## src/rtl/dpws_pkg.sv

```systemverilog
package dpws_pkg;

  // tap amplitude width, fixed by the request layout below
  localparam int AMP_BITS = 16;

  typedef struct packed {
    logic        op;
    logic [7:0]  tap_index;
    logic [15:0] amp_re;
    logic [15:0] amp_im;
    logic        coherent;
    logic        from_peak;
    logic [31:0] time_first;
    logic [31:0] time_second;
  } dpws_in_t;

  typedef struct packed {
    logic [23:0] sum_re;
    logic [23:0] sum_im;
    logic [23:0] sum_mag;
  } dpws_out_t;

  localparam logic OP_WRITE = 1'b0;
  localparam logic OP_QUERY = 1'b1;

  typedef enum logic [3:0] {
    ST_IDLE,
    ST_CLEAR,
    ST_DIV1,
    ST_DIV2,
    ST_PEAK,
    ST_BOUND,
    ST_SUM,
    ST_SQRT,
    ST_DONE
  } dpws_state_t;

  // datapath commands
  typedef struct packed {
    logic clr_step;
    logic load;
    logic div1_start;
    logic div2_start;
    logic div_step;
    logic peak_start;
    logic peak_step;
    logic bound;
    logic sum_start;
    logic sum_step;
    logic sqrt_start;
    logic sqrt_step;
    logic sqrt_acc;
    logic emit;
  } dpws_cmd_t;

  // datapath status
  typedef struct packed {
    logic clr_done;
    logic div_done;
    logic peak_done;
    logic sum_done;
    logic sqrt_done;
    logic res_zero;
    logic is_query;
    logic from_peak;
    logic coherent;
  } dpws_sts_t;

endpackage

```

## src/rtl/dpws_ctrl.sv

```systemverilog
module dpws_ctrl import dpws_pkg::*; (
  input  logic      clk,
  input  logic      rst_n,
  input  logic      in_fire,
  input  logic      out_free,
  input  dpws_sts_t sts,
  output dpws_cmd_t cmd,
  output logic      busy
);

  dpws_state_t state_r, state_nxt;

  always_ff @(posedge clk) begin
    if (!rst_n) begin
      state_r <= ST_CLEAR;
    end else begin
      state_r <= state_nxt;
    end
  end

  always_comb begin
    state_nxt = state_r;
    case (state_r)
      ST_CLEAR: if (sts.clr_done) state_nxt = ST_IDLE;
      ST_IDLE: begin
        if (in_fire) state_nxt = ST_DIV1;
      end
      ST_DIV1: begin
        if (!sts.is_query) state_nxt = ST_IDLE;
        else if (sts.res_zero) state_nxt = ST_BOUND;
        else if (sts.div_done) state_nxt = ST_DIV2;
      end
      ST_DIV2: if (sts.div_done) state_nxt = sts.from_peak ? ST_PEAK : ST_BOUND;
      ST_PEAK: if (sts.peak_done) state_nxt = ST_BOUND;
      ST_BOUND: state_nxt = ST_SUM;
      ST_SUM: begin
        if (sts.sum_done) state_nxt = ST_DONE;
        else if (!sts.coherent) state_nxt = ST_SQRT;
      end
      ST_SQRT: if (sts.sqrt_done) state_nxt = ST_SUM;
      ST_DONE: if (out_free) state_nxt = ST_IDLE;
      default: state_nxt = ST_IDLE;
    endcase
  end

  logic div_first_r;
  always_ff @(posedge clk) begin
    if (!rst_n) begin
      div_first_r <= 1'b0;
    end else begin
      div_first_r <= (state_r == ST_IDLE && in_fire) ||
                     (state_r == ST_DIV1 && sts.div_done && !sts.res_zero);
    end
  end

  always_comb begin
    cmd = '0;
    busy = (state_r != ST_IDLE);
    case (state_r)
      ST_CLEAR: cmd.clr_step = 1'b1;
      ST_IDLE:  cmd.load = in_fire;
      ST_DIV1: begin
        cmd.div1_start = div_first_r;
        cmd.div_step = !div_first_r;
        if (sts.div_done && !sts.res_zero) cmd.div2_start = 1'b1;
      end
      ST_DIV2: begin
        cmd.div_step = !div_first_r;
        if (sts.div_done && sts.from_peak) cmd.peak_start = 1'b1;
      end
      ST_PEAK:  cmd.peak_step = 1'b1;
      ST_BOUND: begin
        cmd.bound = 1'b1;
        cmd.sum_start = 1'b1;
      end
      ST_SUM: begin
        cmd.sum_step = 1'b1;
        cmd.sqrt_start = !sts.coherent && !sts.sum_done;
      end
      ST_SQRT: begin
        cmd.sqrt_step = 1'b1;
        cmd.sqrt_acc = sts.sqrt_done;
      end
      ST_DONE:  cmd.emit = out_free;
      default:  cmd = '0;
    endcase
  end

  assert property (@(posedge clk) disable iff (!rst_n)
    state_r == ST_SQRT |-> !sts.coherent)
    else $error("sqrt on coherent query");
  assert property (@(posedge clk) disable iff (!rst_n)
    cmd.emit |=> state_r == ST_IDLE)
    else $error("emit without return to idle");
  assert property (@(posedge clk) disable iff (!rst_n)
    in_fire |-> state_r == ST_IDLE)
    else $error("request taken while busy");

endmodule

```

## config.mk

```make
export PLATFORM = sky130hd
export DESIGN_NAME = dpws_ctrl
export DESIGN_NICKNAME = d
export VERILOG_FILES = /design/src/rtl/dpws_pkg.sv /design/src/rtl/dpws_ctrl.sv
export SDC_FILE = /design/constraint.sdc
export NUM_CORES = 1
export LEC_CHECK = 0
export ABC_AREA = 1
export BUFFER_PORTS_ARGS = -buffer_cell sky130_fd_sc_hd__buf_4
export CORE_MARGIN = 2
export CORE_UTILIZATION = 38
export DETAILED_ROUTE_END_ITERATION = 12
export PLACE_DENSITY = 0.75
export SLEW_MARGIN = 15
export SYNTH_ARGS = -nofsm -noshare
export SYNTH_HDL_FRONTEND = slang
export SYNTH_SLANG_ARGS = --single-unit
export TNS_END_PERCENT = 50
```

## constraint.sdc

```tcl
create_clock -name clk -period 1.4 [get_ports clk]
set_clock_uncertainty 0.2 [all_clocks]
set_input_delay 0.14 -clock clk [delete_from_list [all_inputs] [get_ports clk]]
set_output_delay 0.14 -clock clk [all_outputs]
set_load 0.02 [all_outputs]
```

==> results of run 1 <==
==> registers in the layout, indices dropped and copies added (netlist names) <==
| signal | cells |
|---|---|
| div_first_r | 1 |
| state_r | 4 |
==> repair_timing <==
action,in CTS,in global routing
resized for setup,27,7
endpoints found under the setup margin,19,19
hold buffers,2,0
gates cloned,0,0
pin swaps,7,4
setup buffers,4,1
hold endpoints to repair,5,0
==> power groups by stage <==
stage	registers (uW)	logic (uW)	clock network [uW]
finish	271	1190	176
global route	279	1300	197
CTS	263	1150	177
detailed placement	236	977	0
global placement	234	963	0
floorplan	246	607	0
==> worst max-delay path: cells and delay by family, from the launching register on <==
family        cells  cell delay, ns
buf+inv           3            0.37
flops             1            0.33
simple gates      2            0.34
==> per-stage QoR <==
step                      instances  hold WS [ns]  utilization (%)  TNS (ns)  total power (uW)
final                           152       0.00756             80.5     -2.72              1640
after global routing            152        0.0133             80.5     -4.12              1780
after CTS                       151       0.00733             77.7     -2.55              1590
after detailed placement        141         0.177             65.4    -0.406              1210
after global placement          141         0.175             65.4    -0.257              1200
after floorplan                  91        0.0241                -    -0.421               853
==> cell families (layout without fill, tap and decap cells) <==
logic type | after synthesis | count (layout) | share of synthesized area, %
AO/OA/AOI/OAI | 2 | 2 | 2.91
flip-flops | 5 | 5 | 19.4
buffers and inverters | 22 | 68 | 16.7
AND/OR/NAND/NOR | 62 | 62 | 61.0
==> final cells by class <==
type                       instances  area, sq um  area share, %
inverter                          21         83.8           8.10
clock buffer                       4         26.3           2.54
tap                               15         18.8           1.81
timing repair buffer              43          362           34.9
sequential                         5          110           10.6
multi-input combinational         64          434           42.0
==> worst max-delay path by stage <==
| stage | start | to | slack [ns] |
|---|---|---|---|
| 2_1_floorplan | state_r[2]$_SDFFE_PN0P_ | cmd[1] | -0.09 |
| 3_3_place_gp | state_r[3]$_SDFFE_PN0P_ | state_r[2]$_SDFFE_PN0P_ | -0.05 |
| 3_5_place_dp | state_r[0]$_SDFFE_PN1P_ | cmd[10] | -0.07 |
| 4_1_cts | state_r[3]$_SDFFE_PN0P_ | cmd[1] | -0.23 |
| 5_1_grt | state_r[3]$_SDFFE_PN0P_ | cmd[6] | -0.31 |
| 6_report | state_r[3]$_SDFFE_PN0P_ | cmd[6] | -0.24 |
==> layer usage <==
| layer | vias up | GRT usage, % |
|---|---|---|
| met5 | - | 0 |
| met2 | 25 | 46.9 |
| li1 | 381 | - |
| met1 | 336 | 25.7 |
| met3 | 0 | 9.24 |
| met4 | 0 | 2.50 |
==> placed cells by master (no fill, tap or decap), drive strengths merged <==
master       count
buf             41
inv             21
nand2           20
nor2            17
nand3           15
nor3             8
dfxtp            5
clkbuf           4
dlygate4sd3      2
nand4            2
a21boi           1
o21a             1
==> results.cfg, run 1 <==
[drt]
drt_wl_total_um = 1740
met2RoutedLength_um = 960
avgViaCountPerCell = 4.88
met1_length_um = 679
wl_met3_um = 100
top_signal_layer_used = met3
drt_pre_antenna_iters = 4
route.detailed.wl_per_inst_um = 11.4
drtAntennaViolNets = 0
drt-initial-drc-count = 7
drcViolationCount = 0
route.vias.total = 742

[worst_hold_path]
worst_hold_path.num_cells = 4
hold_class = in2reg
holdCritStartpoint = out_free
hold_path_endpoint = state_r[3]$_SDFFE_PN0P_

[logic_synthesis]
dominantRegCellSynth = sky130_fd_sc_hd__dfxtp_1
post_synth.cell_area_avg_sq_um = 5.68
post-synth-top-area-cell = sky130_fd_sc_hd__dfxtp_1
synthesis.instances = 91
post_synth_num_cell_types = 17
synth_async_sr_flop_share_pct = 0
synth.cell_area_sq_um = 517
post_synth_most_frequent_cells = sky130_fd_sc_hd__inv_1, sky130_fd_sc_hd__nand2_1, sky130_fd_sc_hd__nand3_1
synth_top_area_share_pct = 19.4
netlist_top_cells_area = sky130_fd_sc_hd__dfxtp_1, sky130_fd_sc_hd__inv_1, sky130_fd_sc_hd__nand2_1
synth-seq-area-share_pct = 19.4
synth_warnings = 0
ffs_latches_synth = 5
synth_enable_flop_cells = 0
synth_fp_nets = 104
synthMostInstantiatedCell = sky130_fd_sc_hd__inv_1

[worst_setup_path]
arrival_ns = 1.30
crit_path_cell_trace = buf_6, nor2_4, inv_4, nor3_4, buf_4
critical_path.reg2reg.endpoint = state_r[2]$_SDFFE_PN0P_
worstSetupStartpointType = flip-flop
r2r-start = state_r[3]$_SDFFE_PN0P_
critical-path-max-stage-delay_ns = 0.33
critPathRequiredTime_ns = 1.06
cp-end-kind = output port
worst_path_max_delay_cell = sky130_fd_sc_hd__dfxtp_2
ff2ff_path_depth = 10
critical_path_class = reg2out
cp_max_fo = 7
regToRegSetupSlack_ns = -0.15

[finish]
number_of_filler_cells_placed_in_the_layout = 93
synthToLayoutAreaGrowth_pct = 100
post-route-cell-area_sq_um = 1030
fraction_of_layout_cells_with_a_size_suffix_above_1_pct = 56.2
antenna-diode-count = 0
design.final.nets = 151

[floorplan]
design.portCount = 28
placement_rows = 13
die_width_um = 40.9
die_height_um = 40.9
start_util_pct = 40.2
placeableCoreArea_sq_um = 1280
die_area_sq_um = 1670

[placed_design]
port_buffers = 27
routabilityCongestion = 0.829
placedInstanceArea_sq_um = 841
detailedPlacementHpwl_um = 1320
preCtsSetupSlack_ns = -0.0709

[global_route]
grt_overflow_total = 0
global_route.usage.total_pct = 24.5
largest_net_degree_at_the_start_of_global_routing = 8
grt_pass1_vias = 674
grt_antenna_before_repair = 0
first_pass_grt_wire_length_um = 2680

[pwr]
power.static_leakage_uw = 0.000563
netSwitchingFraction_pct = 49.3
combinationalPowerShare_pct = 72.7
ir_worst_vdd_uv = 1060
share_seq_of_total_power_pct = 16.5
internal_power_uw = 832
power.share.clock_pct = 10.7
power.density_cell_area_nw_per_um2 = 1590
power.switching_uw = 810

[timing]
finalHoldViolCount = 0
report.final.setup_viol = 18
min_period_over_period_pct = 117
setup_slack_ns = -0.235
final_max_slew_viol_count = 0
maxClockFrequency_mhz = 612
relSlewSlack_pct = 84.0
final_period_minus_worst_setup_slack_ns = 1.63
tightest_slew_ns = 0.240
rsz0062_at_grt = yes

[outcome]
result_of_the_run = complete, but fails checks
violations = setup timing

[clocking]
clk_root_buffer_cell = sky130_fd_sc_hd__clkbuf_4
clock-sinks = 5
ctsHtreeMaxLevel = 1
clock_insertion_delay_worst_skew_ns = 0.25
tritoncts = yes
clk_path_buf_depth = 2
total_cts_buffers = 3
clk_pin_slew_ns = 0.05

[run]
max-cap-violations = 0
Power figures use the tool's default switching activity.
==> inputs of run 2 (changes only) <==
Settings changed: ABC_AREA 1 to default, BUFFER_PORTS_ARGS -buffer_cell sky130_fd_sc_hd__buf_4 to -buffer_cell sky130_fd_sc_hd__clkbuf_2, CORE_UTILIZATION 38 to 39, PLACE_DENSITY 0.75 to 0.74.
==> results.cfg, run 2 <==
[outcome]
result_of_the_run = complete, but fails checks
violations = setup timing

[timing]
tightest_slew_ns = 0.254
min_period_over_period_pct = 122
relSlewSlack_pct = 83.0
report.final.setup_viol = 19
maxClockFrequency_mhz = 587
final_period_minus_worst_setup_slack_ns = 1.70
final_max_slew_viol_count = 0
setup_slack_ns = -0.303
finalHoldViolCount = 0
rsz0062_at_grt = yes

[worst_setup_path]
critical_path_class = reg2reg
arrival_ns = 1.63
critPathRequiredTime_ns = 1.33
cp_max_fo = 6
worstSetupStartpointType = flip-flop
cp-end-kind = flip-flop

[finish]
max_flop_register = state_r
largest_reg_flops = 4
reg_top3 = state_r x4, div_first_r x1
synthToLayoutAreaGrowth_pct = 81.9
finish.utilization_pct = 77.3
final_common_cell = sky130_fd_sc_hd__buf_4
number_of_filler_cells_placed_in_the_layout = 97
antenna-diode-count = 0
fraction_of_layout_cells_with_a_size_suffix_above_1_pct = 63.0
design.final.nets = 133
layout.cells.most_common_list = sky130_fd_sc_hd__buf_4, sky130_fd_sc_hd__clkbuf_2, sky130_fd_sc_hd__buf_6

[global_route]
grt_overflow_total = 0
first_pass_grt_wire_length_um = 3310
global_route.usage.total_pct = 25.1
largest_net_degree_at_the_start_of_global_routing = 10
grt_antenna_before_repair = 0
grt_pass1_vias = 728

[logic_synthesis]
synth_warnings = 0
post_synth_num_cell_types = 33
post_synth_most_frequent_cells = sky130_fd_sc_hd__nand2_1, sky130_fd_sc_hd__nor2_1, sky130_fd_sc_hd__buf_2, sky130_fd_sc_hd__dfxtp_1, sky130_fd_sc_hd__nand2b_1
synth_async_sr_flop_share_pct = 0
synthesis.instances = 73
synth_fp_nets = 86
netlist_top_cells_area = sky130_fd_sc_hd__dfxtp_1, sky130_fd_sc_hd__mux2i_1, sky130_fd_sc_hd__nand2b_1
synth-seq-area-share_pct = 17.7
synth_top_area_share_pct = 17.7
dominantRegCellSynth = sky130_fd_sc_hd__dfxtp_1
ffs_latches_synth = 5
post-synth-top-area-cell = sky130_fd_sc_hd__dfxtp_1
synth_enable_flop_cells = 0
post_synth.cell_area_avg_sq_um = 7.76
synth.cell_area_sq_um = 567

[floorplan]
die_height_um = 42.1
start_util_pct = 42.5
design.portCount = 28
placement_rows = 13
die_area_sq_um = 1770
placeableCoreArea_sq_um = 1330
die_width_um = 42.1

[clocking]
clk_pin_slew_ns = 0.05
ctsHtreeMaxLevel = 1
clock-sinks = 5
clock_insertion_delay_worst_skew_ns = 0.25
clk_path_buf_depth = 2
tritoncts = yes
clk_root_buffer_cell = sky130_fd_sc_hd__clkbuf_4
total_cts_buffers = 3

[drt]
drt_wl_total_um = 2160
drtAntennaViolNets = 0
drt-initial-drc-count = 27
route.detailed.wl_per_inst_um = 16.1
route.vias.total = 770
avgViaCountPerCell = 5.75
drcViolationCount = 0
drt_pre_antenna_iters = 4

[pwr]
ir_worst_vdd_uv = 1150
power.static_leakage_uw = 0.000490
report.power.total_uw = 1920
power.density_cell_area_nw_per_um2 = 1860

[placed_design]
routabilityCongestion = 0.821
detailedPlacementHpwl_um = 1370
port_buffers = 27

[run]
max-cap-violations = 0

[worst_hold_path]
hold_class = in2reg
## run 2: power by group
part / leakage, uW / internal, uW / total, uW / switching (uW)
Sequential: 0.0000426 / 196 / 250 / 54.1
Combinational: 0.000430 / 750 / 1500 / 753
Clock: 0.0000177 / 104 / 168 / 64.3
## run 2: repair_timing
action | CTS | global route
hold buffers | 0 | 0
setup endpoints to repair | 19 | 20
pin swaps | 3 | 4
setup buffers | 3 | 1
resized for setup | 35 | 17
## run 2: layout make-up
class | instances | area (sq um) | share of cell area (%)
Multi-Input combinational cell | 57 | 490 | 47.6
Inverter | 4 | 15.0 | 1.46
Clock inverter | 1 | 5.00 | 0.485
Tap cell | 15 | 18.8 | 1.82
Sequential cell | 5 | 106 | 10.3
Clock buffer | 3 | 22.5 | 2.18
Timing Repair Buffer | 49 | 373 | 36.2
## run 2: stage by stage
| stage | instances | setup WS (ns) | instance area, sq um | hold slack, ns | TNS (ns) |
|---|---|---|---|---|---|
| 6_report | 134 | -0.303 | 1030 | 0.0250 | -4.33 |
| 5_1_grt | 134 | -0.364 | 1030 | 0.0269 | -5.66 |
| 4_1_cts | 133 | -0.318 | 996 | 0.00785 | -4.23 |
| 3_5_place_dp | 126 | -0.300 | 833 | 0.279 | -1.54 |
| 3_3_place_gp | 126 | -0.236 | 833 | 0.283 | -1.14 |
| 2_1_floorplan | 73 | -0.285 | 592 | 0.0815 | -1.13 |
## run 2: final timing paths
path | depth (start not counted) | to | from | slack (ns)
max | 4 | state_r[0]$_SDFFE_PN1P_ | state_r[3]$_SDFFE_PN0P_ | -0.30
min | 2 | state_r[2]$_SDFFE_PN0P_ | rst_n | 0.02
max reg2reg | 4 | state_r[0]$_SDFFE_PN1P_ | state_r[3]$_SDFFE_PN0P_ | -0.30
min reg2reg | 2 | state_r[3]$_SDFFE_PN0P_ | state_r[3]$_SDFFE_PN0P_ | 0.50
## run 2: critical path: stages, from the launching register on
cell                      delay (ns)
sky130_fd_sc_hd__dfxtp_4        0.36
sky130_fd_sc_hd__or2_1          0.27
sky130_fd_sc_hd__o32a_4         0.34
sky130_fd_sc_hd__nand4_4        0.11
sky130_fd_sc_hd__mux2_4         0.30
## run 2: cell families after synthesis
kind of cell	count (synthesis)	synth area share (%)
mux	5	9.71
compound gates	12	19.4
buf+inv	11	10.4
flops	5	17.7
simple gates	40	42.8
## run 2: routing by layer
metal | part of all wire (%) | GRT usage (%) | up-vias
li1 | - | - | 367
met1 | 39 | 28.9 | 350
met2 | 49 | 40.0 | 41
met3 | 5.7 | 8.62 | 12
met4 | 6.1 | 15.0 | 0
met5 | 0 | 0 | -
